## src/design/ica_pkg.sv

```systemverilog
// Package with shared types, constants and command codes of the integer calculator ALU.
`timescale 1ns / 1ps
package ica_pkg;
    localparam int DATA_WIDTH = 64;
    localparam int CNT_W = $clog2(DATA_WIDTH + 1);
    localparam int HALF_W = DATA_WIDTH / 2;

    typedef enum logic [2:0] {
        CMD_ADD = 3'd0, CMD_SUB = 3'd1, CMD_MUL = 3'd2, CMD_DIV = 3'd3,
        CMD_REM = 3'd4, CMD_POW = 3'd5, CMD_MIN = 3'd6, CMD_MAX = 3'd7
    } t_cmd;

    typedef struct packed {
        logic [2:0]         command;
        logic signed [63:0] left_operand;
        logic signed [63:0] right_operand;
    } t_in;

    typedef struct packed {
        logic signed [63:0] result_value;
        logic               status;
    } t_out;

    // Datapath operation requested by the controller.
    typedef enum logic [2:0] {
        OP_NONE, OP_LOAD, OP_SIMPLE, OP_MUL_STEP, OP_DIV_STEP, OP_POW_STEP, OP_FINISH
    } t_op;

    typedef struct packed {
        t_op op;
        logic [1:0] part;   // partial product select for multiplies
        logic       sq;     // power: 1 squares the base, 0 multiplies into acc
    } t_ctrl;

    typedef struct packed {
        logic div_zero;
        logic exp_done;     // power exponent exhausted or negative
        logic exp_bit;      // current exponent low bit
    } t_stat;
endpackage

```

## src/design/ica_datapath.sv

```systemverilog
// Datapath of the integer calculator ALU: operand registers, shift-subtract divider, multiplier.
`timescale 1ns / 1ps
module ica_datapath (
    input  logic          i_clk,
    input  ica_pkg::t_in  i_in,
    input  ica_pkg::t_ctrl i_ctrl,
    output ica_pkg::t_stat o_stat,
    output logic [ica_pkg::DATA_WIDTH-1:0] o_result,
    output logic          o_err
);
    localparam int W = ica_pkg::DATA_WIDTH;
    localparam int H = ica_pkg::HALF_W;

    logic [2:0]   r_cmd;
    logic [W-1:0] r_a, r_b, r_acc, r_rem, r_quo, r_x, r_y;
    logic         r_neg_q, r_neg_r, r_zero, r_eneg;

    // Multiplier operands: x * y, built from three partial products of 32-bit halves.
    logic [W-1:0] w_mx, w_my;
    logic [H-1:0] w_ma, w_mb;
    logic [W-1:0] w_pp, w_sh;
    logic [W:0]   w_trial;
    logic [W-1:0] w_rem_sh;
    logic [W-1:0] w_res;

    always_comb begin
        // Power multiplies acc by base, or squares the base; a multiply uses both operands.
        w_mx = (i_ctrl.op == ica_pkg::OP_POW_STEP && !i_ctrl.sq) ? r_acc : r_x;
        w_my = (i_ctrl.op == ica_pkg::OP_POW_STEP) ? r_x : r_y;
        w_ma = i_ctrl.part[0] ? w_mx[W-1:H] : w_mx[H-1:0];
        w_mb = i_ctrl.part[1] ? w_my[W-1:H] : w_my[H-1:0];
        w_pp = W'(w_ma) * W'(w_mb);
        w_sh = (i_ctrl.part == 2'd0) ? w_pp :
               (i_ctrl.part == 2'd3) ? '0 : (w_pp << H);
        w_rem_sh = {r_rem[W-2:0], r_quo[W-1]};
        w_trial = {1'b0, w_rem_sh} - {1'b0, r_b};
    end

    // Result selection for add, sub, min, max, div and rem; other commands take the accumulator.
    logic         w_le;
    always_comb begin
        w_le = $signed(r_a) <= $signed(r_b);
        case (r_cmd)
            ica_pkg::CMD_ADD: w_res = r_a + r_b;
            ica_pkg::CMD_SUB: w_res = r_a - r_b;
            ica_pkg::CMD_MIN: w_res = w_le ? r_a : r_b;
            ica_pkg::CMD_MAX: w_res = ($signed(r_b) <= $signed(r_a)) ? r_a : r_b;
            ica_pkg::CMD_DIV: w_res = r_zero ? '0 : (r_neg_q ? -r_quo : r_quo);
            ica_pkg::CMD_REM: w_res = r_zero ? '0 : (r_neg_r ? -r_rem : r_rem);
            default:          w_res = r_acc;
        endcase
    end

    // Register updates per controller command.
    always_ff @(posedge i_clk) begin
        case (i_ctrl.op)
            ica_pkg::OP_LOAD: begin
                r_cmd  <= i_in.command;
                r_a    <= i_in.left_operand[W-1:0];
                r_zero <= i_in.right_operand[W-1:0] == '0;
                r_eneg <= i_in.right_operand[W-1];
                r_neg_q <= i_in.left_operand[W-1] ^ i_in.right_operand[W-1];
                r_neg_r <= i_in.left_operand[W-1];
                r_rem  <= '0;
                r_acc  <= {{(W-1){1'b0}}, 1'b1};
                r_x    <= i_in.left_operand[W-1:0];
                r_y    <= i_in.right_operand[W-1:0];
                if (i_in.command == ica_pkg::CMD_DIV || i_in.command == ica_pkg::CMD_REM) begin
                    r_quo <= i_in.left_operand[W-1] ? -i_in.left_operand[W-1:0]
                                                    : i_in.left_operand[W-1:0];
                    r_b   <= i_in.right_operand[W-1] ? -i_in.right_operand[W-1:0]
                                                     : i_in.right_operand[W-1:0];
                end else begin
                    r_quo <= '0;
                    r_b   <= i_in.right_operand[W-1:0];
                end
            end
            ica_pkg::OP_MUL_STEP: begin
                r_acc <= ((i_ctrl.part == 2'd0) ? '0 : r_acc) + w_sh;
            end
            ica_pkg::OP_POW_STEP: begin
                // r_quo accumulates product; r_acc keeps power result between steps.
                r_quo <= ((i_ctrl.part == 2'd0) ? '0 : r_quo) + w_sh;
                if (i_ctrl.part == 2'd2) begin
                    if (i_ctrl.sq) begin
                        r_x <= r_quo + w_sh;
                        r_y <= r_quo + w_sh;
                        r_b <= r_b >> 1;
                    end else begin
                        r_acc <= r_quo + w_sh;
                    end
                end
            end
            ica_pkg::OP_DIV_STEP: begin
                r_quo <= {r_quo[W-2:0], ~w_trial[W]};
                r_rem <= w_trial[W] ? w_rem_sh : w_trial[W-1:0];
            end
            default: ;
        endcase
    end

    // Output register, loaded when the controller finishes a transaction.
    always_ff @(posedge i_clk) begin
        if (i_ctrl.op == ica_pkg::OP_FINISH) begin
            o_result <= (r_cmd == ica_pkg::CMD_MUL) ? r_acc :
                        (r_cmd == ica_pkg::CMD_POW) ? (r_eneg ? '0 : r_acc) : w_res;
            o_err    <= (r_cmd == ica_pkg::CMD_DIV || r_cmd == ica_pkg::CMD_REM) && r_zero;
        end
    end

    assign o_stat.div_zero = r_zero;
    assign o_stat.exp_done = r_eneg || (r_b == '0);
    assign o_stat.exp_bit  = r_b[0];
endmodule

```

## src/design/ica_controller.sv

```systemverilog
// Controller state machine of the integer calculator ALU.
`timescale 1ns / 1ps
module ica_controller (
    input  logic           i_clk,
    input  logic           i_rst_n,
    input  logic           i_start,
    input  logic [2:0]     i_cmd,
    input  ica_pkg::t_stat i_stat,
    output ica_pkg::t_ctrl o_ctrl,
    output logic           o_busy,
    output logic           o_done
);
    typedef enum logic [2:0] {S_IDLE, S_DECODE, S_MUL, S_DIV, S_POW_ACC, S_POW_SQ, S_FIN, S_OUT}
        t_state;

    t_state r_state;
    logic [2:0] r_cmd;
    logic [ica_pkg::CNT_W-1:0] r_cnt;
    logic [1:0] r_part;

    // Command outputs decoded from the state.
    always_comb begin
        o_ctrl = '{op: ica_pkg::OP_NONE, part: r_part, sq: 1'b0};
        case (r_state)
            S_IDLE:    if (i_start) o_ctrl.op = ica_pkg::OP_LOAD;
            S_MUL:     o_ctrl.op = ica_pkg::OP_MUL_STEP;
            S_DIV:     o_ctrl.op = ica_pkg::OP_DIV_STEP;
            S_POW_ACC: o_ctrl.op = ica_pkg::OP_POW_STEP;
            S_POW_SQ:  begin o_ctrl.op = ica_pkg::OP_POW_STEP; o_ctrl.sq = 1'b1; end
            S_FIN:     o_ctrl.op = ica_pkg::OP_FINISH;
            default:   ;
        endcase
    end

    assign o_busy = r_state != S_IDLE;
    assign o_done = r_state == S_OUT;

    // State register with iteration counters.
    always_ff @(posedge i_clk) begin
        if (!i_rst_n) begin
            r_state <= S_IDLE;
            r_cmd   <= ica_pkg::CMD_ADD;
            r_cnt   <= '0;
            r_part  <= '0;
        end else begin
            case (r_state)
                S_IDLE: if (i_start) begin
                    r_cmd   <= i_cmd;
                    r_state <= S_DECODE;
                end
                S_DECODE: begin
                    r_part <= '0;
                    r_cnt  <= '0;
                    if (r_cmd == ica_pkg::CMD_MUL) r_state <= S_MUL;
                    else if ((r_cmd == ica_pkg::CMD_DIV || r_cmd == ica_pkg::CMD_REM)
                             && !i_stat.div_zero) r_state <= S_DIV;
                    else if (r_cmd == ica_pkg::CMD_POW && !i_stat.exp_done)
                        r_state <= i_stat.exp_bit ? S_POW_ACC : S_POW_SQ;
                    else r_state <= S_FIN;
                end
                S_MUL: begin
                    r_part <= r_part + 2'd1;
                    if (r_part == 2'd2) r_state <= S_FIN;
                end
                S_DIV: begin
                    r_cnt <= r_cnt + 1'b1;
                    if (r_cnt == ica_pkg::CNT_W'(ica_pkg::DATA_WIDTH - 1)) r_state <= S_FIN;
                end
                S_POW_ACC: begin
                    if (r_part == 2'd2) begin
                        r_part  <= '0;
                        r_state <= S_POW_SQ;
                    end else begin
                        r_part <= r_part + 2'd1;
                    end
                end
                S_POW_SQ: begin
                    if (r_part == 2'd2) begin
                        r_part  <= '0;
                        r_state <= S_DECODE;
                    end else begin
                        r_part <= r_part + 2'd1;
                    end
                end
                S_FIN:   r_state <= S_OUT;
                default: r_state <= S_IDLE;
            endcase
        end
    end

`ifndef SYNTHESIS
    a_done_after_fin: assert property (@(posedge i_clk) disable iff (!i_rst_n)
        (r_state == S_FIN) |=> o_done) else $error("done must follow finish");
    a_done_one: assert property (@(posedge i_clk) disable iff (!i_rst_n)
        o_done |=> !o_done) else $error("done lasts one cycle");
    a_start_busy: assert property (@(posedge i_clk) disable iff (!i_rst_n)
        (i_start && !o_busy) |=> o_busy) else $error("accepted start must set busy");
`endif
endmodule

```

## src/design/integer_calculator_alu_unit.sv

```systemverilog
// Top level of the integer calculator ALU: controller and datapath.
// Flow: after start the command is decoded; add, sub, min, max and zero-divisor cases go to finish;
// mul sums partial products; div and rem take one quotient bit per cycle (shift-subtract divider);
// pow squares the base per exponent bit up to the highest set bit, multiplying it in per set bit.
// One transaction at a time: busy stays high until the strobe cycle ends; the receiver cannot stall.
// Reset (synchronous, active low) returns the controller to idle; a transaction in progress is dropped.
`timescale 1ns / 1ps
module integer_calculator_alu_unit (
    input  logic          i_clk,
    input  logic          i_rst_n,
    input  logic          start,
    output logic          busy,
    input  ica_pkg::t_in  i_data,
    output logic          o_strobe,
    output ica_pkg::t_out o_data
);
    ica_pkg::t_ctrl w_ctrl;
    ica_pkg::t_stat w_stat;
    logic [ica_pkg::DATA_WIDTH-1:0] w_res;
    logic w_err;

    ica_controller u_ctrl (
        .i_clk, .i_rst_n, .i_start(start), .i_cmd(i_data.command),
        .i_stat(w_stat), .o_ctrl(w_ctrl), .o_busy(busy), .o_done(o_strobe)
    );

    ica_datapath u_dp (
        .i_clk, .i_in(i_data), .i_ctrl(w_ctrl), .o_stat(w_stat),
        .o_result(w_res), .o_err(w_err)
    );

    assign o_data.result_value = 64'(signed'(w_res));
    assign o_data.status = w_err;
endmodule
```

## config.mk

```make
export PLATFORM = sky130hd
export DESIGN_NAME = integer_calculator_alu_unit
export DESIGN_NICKNAME = d
export VERILOG_FILES = /design/src/design/ica_pkg.sv /design/src/design/ica_datapath.sv /design/src/design/ica_controller.sv /design/src/design/integer_calculator_alu_unit.sv
export SDC_FILE = /design/constraint.sdc
export NUM_CORES = 2
export LEC_CHECK = 0
export BUFFER_PORTS_ARGS = -buffer_cell sky130_fd_sc_hd__buf_2
export CAP_MARGIN = 0
export CORE_ASPECT_RATIO = 1.1
export CORE_MARGIN = 1.5
export CORE_UTILIZATION = 35
export DETAILED_ROUTE_END_ITERATION = 7
export HOLD_SLACK_MARGIN = 0.05
export SKIP_CTS_REPAIR_TIMING = 1
export SYNTH_ARGS = -nofsm -noshare
export SYNTH_HDL_FRONTEND = slang
export SYNTH_SLANG_ARGS = --single-unit
```

## constraint.sdc

```tcl
create_clock -name i_clk -period 32.9 [get_ports i_clk]
set_input_delay 1.645 -clock i_clk [delete_from_list [all_inputs] [get_ports i_clk]]
set_output_delay 1.645 -clock i_clk [all_outputs]
set_load 0.02 [all_outputs]
```

# Word-level counts from Yosys, hierarchy flattened
# Cells that the tools add are included.
[word_totals]
ff_bits = 535
inputBits = 134
out_inout_bits = 67
word_cells = 150
[op_classes]
addsub = 12
mul = 1
order_cmp = 2
eq_ne = 36
n_mux = 51
bitwise = 2
reduce_logical = 28
[op_table]
columns = ["operator", "n"]
rows = [
  ["2-to-1 mux 64 bit", 26],
  ["case mux 64 bit (2 select lines)", 4],
  ["case mux 64 bit (3 select lines)", 2],
  ["case mux 64 bit (6 select lines)", 1],
  ["adder 64 bit", 4],
  ["negation 64 bit", 4],
  ["<= comparator 64 bit", 2],
  ["logical NOT 64 bit", 2],
  ["subtractor 64 x 64 -> 65 bit", 1],
  ["multiplier 32 x 32 -> 64 bit", 1],
  ["2-to-1 mux 32 bit", 2],
  ["subtractor 64 bit", 1],
  ["== test 3 bit (second input constant)", 14],
  ["== test 3 x 2 -> 1 bit (second input constant)", 8],
  ["2-to-1 mux 3 bit", 8],
  ["case mux 3 bit (7 select lines)", 1],
  ["case mux 3 bit (5 select lines)", 1],
  ["case mux 7 bit (2 select lines)", 1],
  ["nonzero test 3 bit", 4],
  ["inequality test 2 x 1 -> 1 bit (second input constant)", 5],
  ["== test 3 x 1 -> 1 bit (second input constant)", 3],
  ["adder 7 x 1 -> 7 bit (second input constant)", 1],
  ["== test 7 x 6 -> 1 bit (second input constant)", 1],
  ["logical NOT 3 bit", 2],
  ["17 further kinds", 33],
]

# Depth between registers and ports, before layout
[logic_depth]
word_depth = 14
depth_mapped = 56

# Cells and area by module
# From an unflattened synthesis, not the netlist that was laid out.
[hier_totals]
hier_cells = 10529
area_unflattened_um2 = 86287.8
[modules_own_cells]
columns = ["module", "n_inst", "cells_per_inst", "area_each_um2", "seq_area_each_um2"]
rows = [
  ["ica_datapath", 1, 10403, 85290.6, 15584.9],
  ["ica_controller", 1, 125, 989.7, 300.3],
  ["integer_calculator_alu_unit", 1, 1, 7.5, 0.0],
]

# Least setup slack after synthesis
# Ideal clock, no wire load.
[synth_path]
path_type = "flip-flop to flip-flop"
from = "reg u_ctrl.r_state[1]"
to = "reg u_dp.r_quo[58], data pin"
setup_time_ns = 0.275
t_arrival_ns = 11.730
setup_slack_ns = 20.895
path_stages_with_launch = 52
synth_period_minus_slack_ns = 12.005
cell_sequence = "dfxtp_1 > clkbuf_1 > nor2b_1 > clkbuf_1 > nand2_1 > clkbuf_1 > nand2_1 > nand2_1 > o21ai_1 > clkbuf_1 > nor2_1 > fa_1 > fa_1 > inv_1 > fa_1 > fa_1 > inv_1 > fa_1 > [16 not listed] > xor2_1 > o22ai_1 > ha_1 > a21oi_1 > o21ai_0 > a21o_1 > a21o_1 > a21o_1 > a21o_1 > a21o_1 > a21oi_1 > nor2b_1 > o21ai_0 > nand2b_1 > a31oi_1 > o21ai_0 > xnor2_1 > o221ai_1"
[synth_between]
elab_chain_len = 12
[synth_lines]
columns = ["item", "line", "text"]
rows = [
  ["from (decl)", "ica_controller.sv:16", "t_state r_state;"],
  ["from (signal assigned)", "ica_controller.sv:58", "r_state <= i_stat.exp_bit ? S_POW_ACC : S_POW_SQ;"],
  ["== test 3 bit", "ica_controller.sv:24", "case (r_state)"],
  ["OR reduction 2 bit (no source line)", "n/a", ""],
  ["case mux 3 bit (5 select lines)", "ica_controller.sv:24", ""],
  ["== test 3 bit", "ica_datapath.sv:28, ica_datapath.sv:29, ica_datapath.sv:56", ""],
  ["logical AND 1 bit", "ica_datapath.sv:28", "w_mx = (i_ctrl.op == ica_pkg::OP_POW_STEP && !i_ctrl.sq) ? r_acc : r_x;"],
  ["2-to-1 mux 64 bit", "ica_datapath.sv:28", ""],
  ["2-to-1 mux 32 bit", "ica_datapath.sv:30", "w_ma = i_ctrl.part[0] ? w_mx[W-1:H] : w_mx[H-1:0];"],
  ["multiplier 32 x 32 -> 64 bit", "ica_datapath.sv:32", "w_pp = W'(w_ma) * W'(w_mb);"],
  ["2-to-1 mux 64 bit", "ica_datapath.sv:34", "(i_ctrl.part == 2'd3) ? '0 : (w_pp << H);"],
  ["2-to-1 mux 64 bit", "ica_datapath.sv:33", "w_sh = (i_ctrl.part == 2'd0) ? w_pp :"],
  ["adder 64 bit", "ica_datapath.sv:83", "r_quo <= ((i_ctrl.part == 2'd0) ? '0 : r_quo) + w_sh;"],
  ["case mux 64 bit (3 select lines) (*)", "ica_datapath.sv:56", "case (i_ctrl.op)"],
  ["to (signal assigned)", "ica_datapath.sv:69", "r_quo <= i_in.left_operand[W-1] ? -i_in.left_operand[W-1:0]"],
  ["to (signal assigned)", "ica_datapath.sv:83", ""],
  ["to (signal assigned)", "ica_datapath.sv:95", "r_quo <= {r_quo[W-2:0], ~w_trial[W]};"],
  ["to (decl)", "ica_datapath.sv:15", "logic [W-1:0] r_a, r_b, r_acc, r_rem, r_quo, r_x, r_y;"],
]
# Mark *: on every way between the ends. The rest lies on a longest branch, timed or not.
# A chain may end at the register's enable or synchronous reset.

# Worst setup path in the final report
[layout_path]
from = "reg u_ctrl.r_state[2]"
to = "reg u_dp.r_quo[58], data pin"
# The elaborated chain is that of the path after synthesis.

==> impl_metrics.json <==
{
  "cts-root-buf": "clkbuf_16",
  "nets": 11800,
  "drt_first_pass_iters": 8,
  "start_kind": "register",
  "path_class": "reg2reg",
  "synthArstFlopShare_pct": 0,
  "clockBufferDepth": 3,
  "drtIter0Drc": 9822,
  "grt_overflow": 0,
  "cpMostUsedCell": "fa_1",
  "worst_ep_required_time_ps": 33300,
  "place_ws_ps": 18320,
  "cts_tree": "yes",
  "yosysMostFrequentCell": "nand2_1",
  "cp_max_fo": 57,
  "syn-cell-area_mm2": 0.0842,
  "fin_worst_skew_ps": 42.3,
  "clk_pin_slew_ps": 70,
  "tightest_slew_ps": 1300,
  "groute.usage.overall_pct": 29.8,
  "row_count": 188,
  "worst_hold_path_type": "reg2reg",
  "syn_area_per_cell_um2": 8.22,
  "fp.coreArea_mm2": 0.239,
  "port_buffers": 200,
  "slew_viol_final": 0,
  "synth_top_cell_by_area": "fa_1",
  "die_h_um": 517,
  "num_io_pins": 201,
  "critPathMaxStageDelay_ps": 950,
  "htree_levels": 2,
  "cts_buffers": 59,
  "yosysWarningCount": 0,
  "period_minus_slack_ps": 15060,
  "fp.dieW_um": 471,
  "cp.arrival_ps": 15460,
  "antenna_found_initial": 59,
  "gp_congestion": 1.08,
  "tns_ps": 0,
  "rsz0062_at_grt": "false",
  "ys_ff_latch": 534,
  "fin_crit_sh_pct": 45.8,
  "whs_ps": 509,
  "areaGrowthSynthToFinish_pct": 8.08,
  "post_drt_wl_per_cell_um": 27.8,
  "cap_violations": 0,
  "die-area_mm2": 0.244,
  "synthCells": 10200,
  "grt_pass1_vias": 79100,
  "hpwlAfterDp_um": 299000,
  "yosys-top-cells-area": "fa_1 (21%), edfxtp_1 (19%), ha_1 (9.8%), nand2_1 (7.0%), inv_1 (4.9%)",
  "final_antenna_net_count": 0,
  "clk_latency_ps": 710,
  "yosysSeqAreaShare_pct": 18.9,
  "synthTopCellsByCount": "nand2_1 (1,561), inv_1 (1,100), nor2_1 (1,044), fa_1 (900), a21oi_1 (687)",
  "floorplan.initialDensity_pct": 35.3,
  "relSlewSlack_pct": 12.8,
  "synthFlopType": "edfxtp_1",
  "grt_pass1_wl_um": 538000,
  "critPathSlowestCell": "dfxtp_1",
  "via_per_inst": 5.96,
  "synth_edf_count": 519,
  "finalSetupViolations": 0,
  "ys_types": 96,
  "endpoint_kind": "register",
  "drt-total-wl_um": 370000,
  "cts.sinks": 534,
  "layout-drive-gt1-share_pct": 6.36,
  "netlist.area_leader.share_pct": 21.4,
  "finish.utilization_pct": 38.1,
  "hold_viol_final": 0,
  "max_clock_freq_ghz": 0.0664,
  "vias": 79500,
  "grt_max_degree": 140,
  "outcome": "complete, no violations",
  "post-route-drc-count": 0,
  "setup_ws_ps": 17840
}
worst max-delay path, delay by kind of cell, from the launching register on:
family / cells / cell delay [ps]
adder cells (fa/ha/maj): 10 / 4780
AO/OA/AOI/OAI: 22 / 5010
buffers and inverters: 6 / 1820
flip-flops: 1 / 950
XOR/XNOR: 2 / 300
AND/OR/NAND/NOR: 9 / 1750
cell type report:
class	count	area (um^2)
clock inverter	47	593
fill	24400	148000
antenna	21	52.6
clock buffer	64	1520
tap	3135	3920
sequential	534	15900
inverter	1105	4150
timing repair buffer	385	2410
multi-input combinational	8057	62500
registers in the layout, indices dropped and copies added (netlist names), 63 cells and up:
register	flops
u_dp.r_x	64
u_dp.r_acc	64
u_dp.r_y	64
u_dp.r_a	63
u_dp.r_b	64
u_dp.r_rem	64
u_dp.o_result	64
u_dp.r_quo	64
cells by family after synthesis:
| kind of cell | Yosys count | share of synthesized area, % |
|---|---|---|
| multiplexers | 53 | 0.734 |
| buffers and inverters | 1652 | 7.38 |
| other | 1 | 0.00445 |
| AO/OA/AOI/OAI | 2376 | 17.8 |
| adder cells (fa/ha/maj) | 1561 | 31.2 |
| flip-flops | 534 | 18.9 |
| AND/OR/NAND/NOR | 3509 | 18.2 |
| XOR/XNOR | 556 | 5.78 |
stage by stage:
| step | cell area (um^2) | cells |
|---|---|---|
| 2_1_floorplan | 84200 | 10200 |
| 3_3_place_gp | 88800 | 13200 |
| 3_5_place_dp | 88800 | 13200 |
| 4_1_cts | 90900 | 13300 |
| 5_1_grt | 91000 | 13300 |
| 6_report | 91000 | 13300 |
path summary, 6_finish.rpt:
check	endpoint	slack, ps	startpoint	cells after the start
worst max-delay path	u_dp.r_quo[58]	17840	u_ctrl.r_state[2]	49
worst min register to register	u_ctrl.r_cnt[4]	510	u_ctrl.r_cnt[4]	2
worst min-delay path	u_ctrl.r_cnt[4]	510	u_ctrl.r_cnt[4]	2
worst max register to register	u_dp.r_quo[58]	17840	u_ctrl.r_state[2]	49
layer usage:
metal	up-vias	track usage, %	wire length, um
li1	34400	-	-
met1	39200	37.5	142000
met2	4806	47.0	163000
met3	1017	6.17	39000
met4	62	17.9	26600
met5	-	0	383
cells in the final DEF, fill, tap and decap left out, types with 64 or more instances in the layout:
| cell type | Yosys | routed |
|---|---|---|
| inv_1 | 1100 | 1099 |
| buf_4 | 1 | 183 |
| xnor2_1 | 345 | 344 |
| a22oi_1 | 79 | 79 |
| nor4_1 | 65 | 64 |
| nor3_1 | 109 | 107 |
| o21ai_0 | 561 | 537 |
| o31ai_1 | 99 | 98 |
| o21bai_1 | 80 | 80 |
| a21oi_1 | 687 | 687 |
| nor2_1 | 1044 | 1039 |
| nand3_1 | 157 | 155 |
| nand2_1 | 1561 | 1559 |
| ha_1 | 661 | 660 |
| o21a_1 | 91 | 91 |
| nor2b_1 | 140 | 138 |
| edfxtp_1 | 519 | 519 |
| a21o_1 | 211 | 211 |
| xor2_1 | 211 | 211 |
| fa_1 | 900 | 900 |
| buf_2 | 2 | 200 |
Power is left out: the tool's default activity adds up to more than one toggle a clock period on the data nets, which glitch-free logic cannot reach.
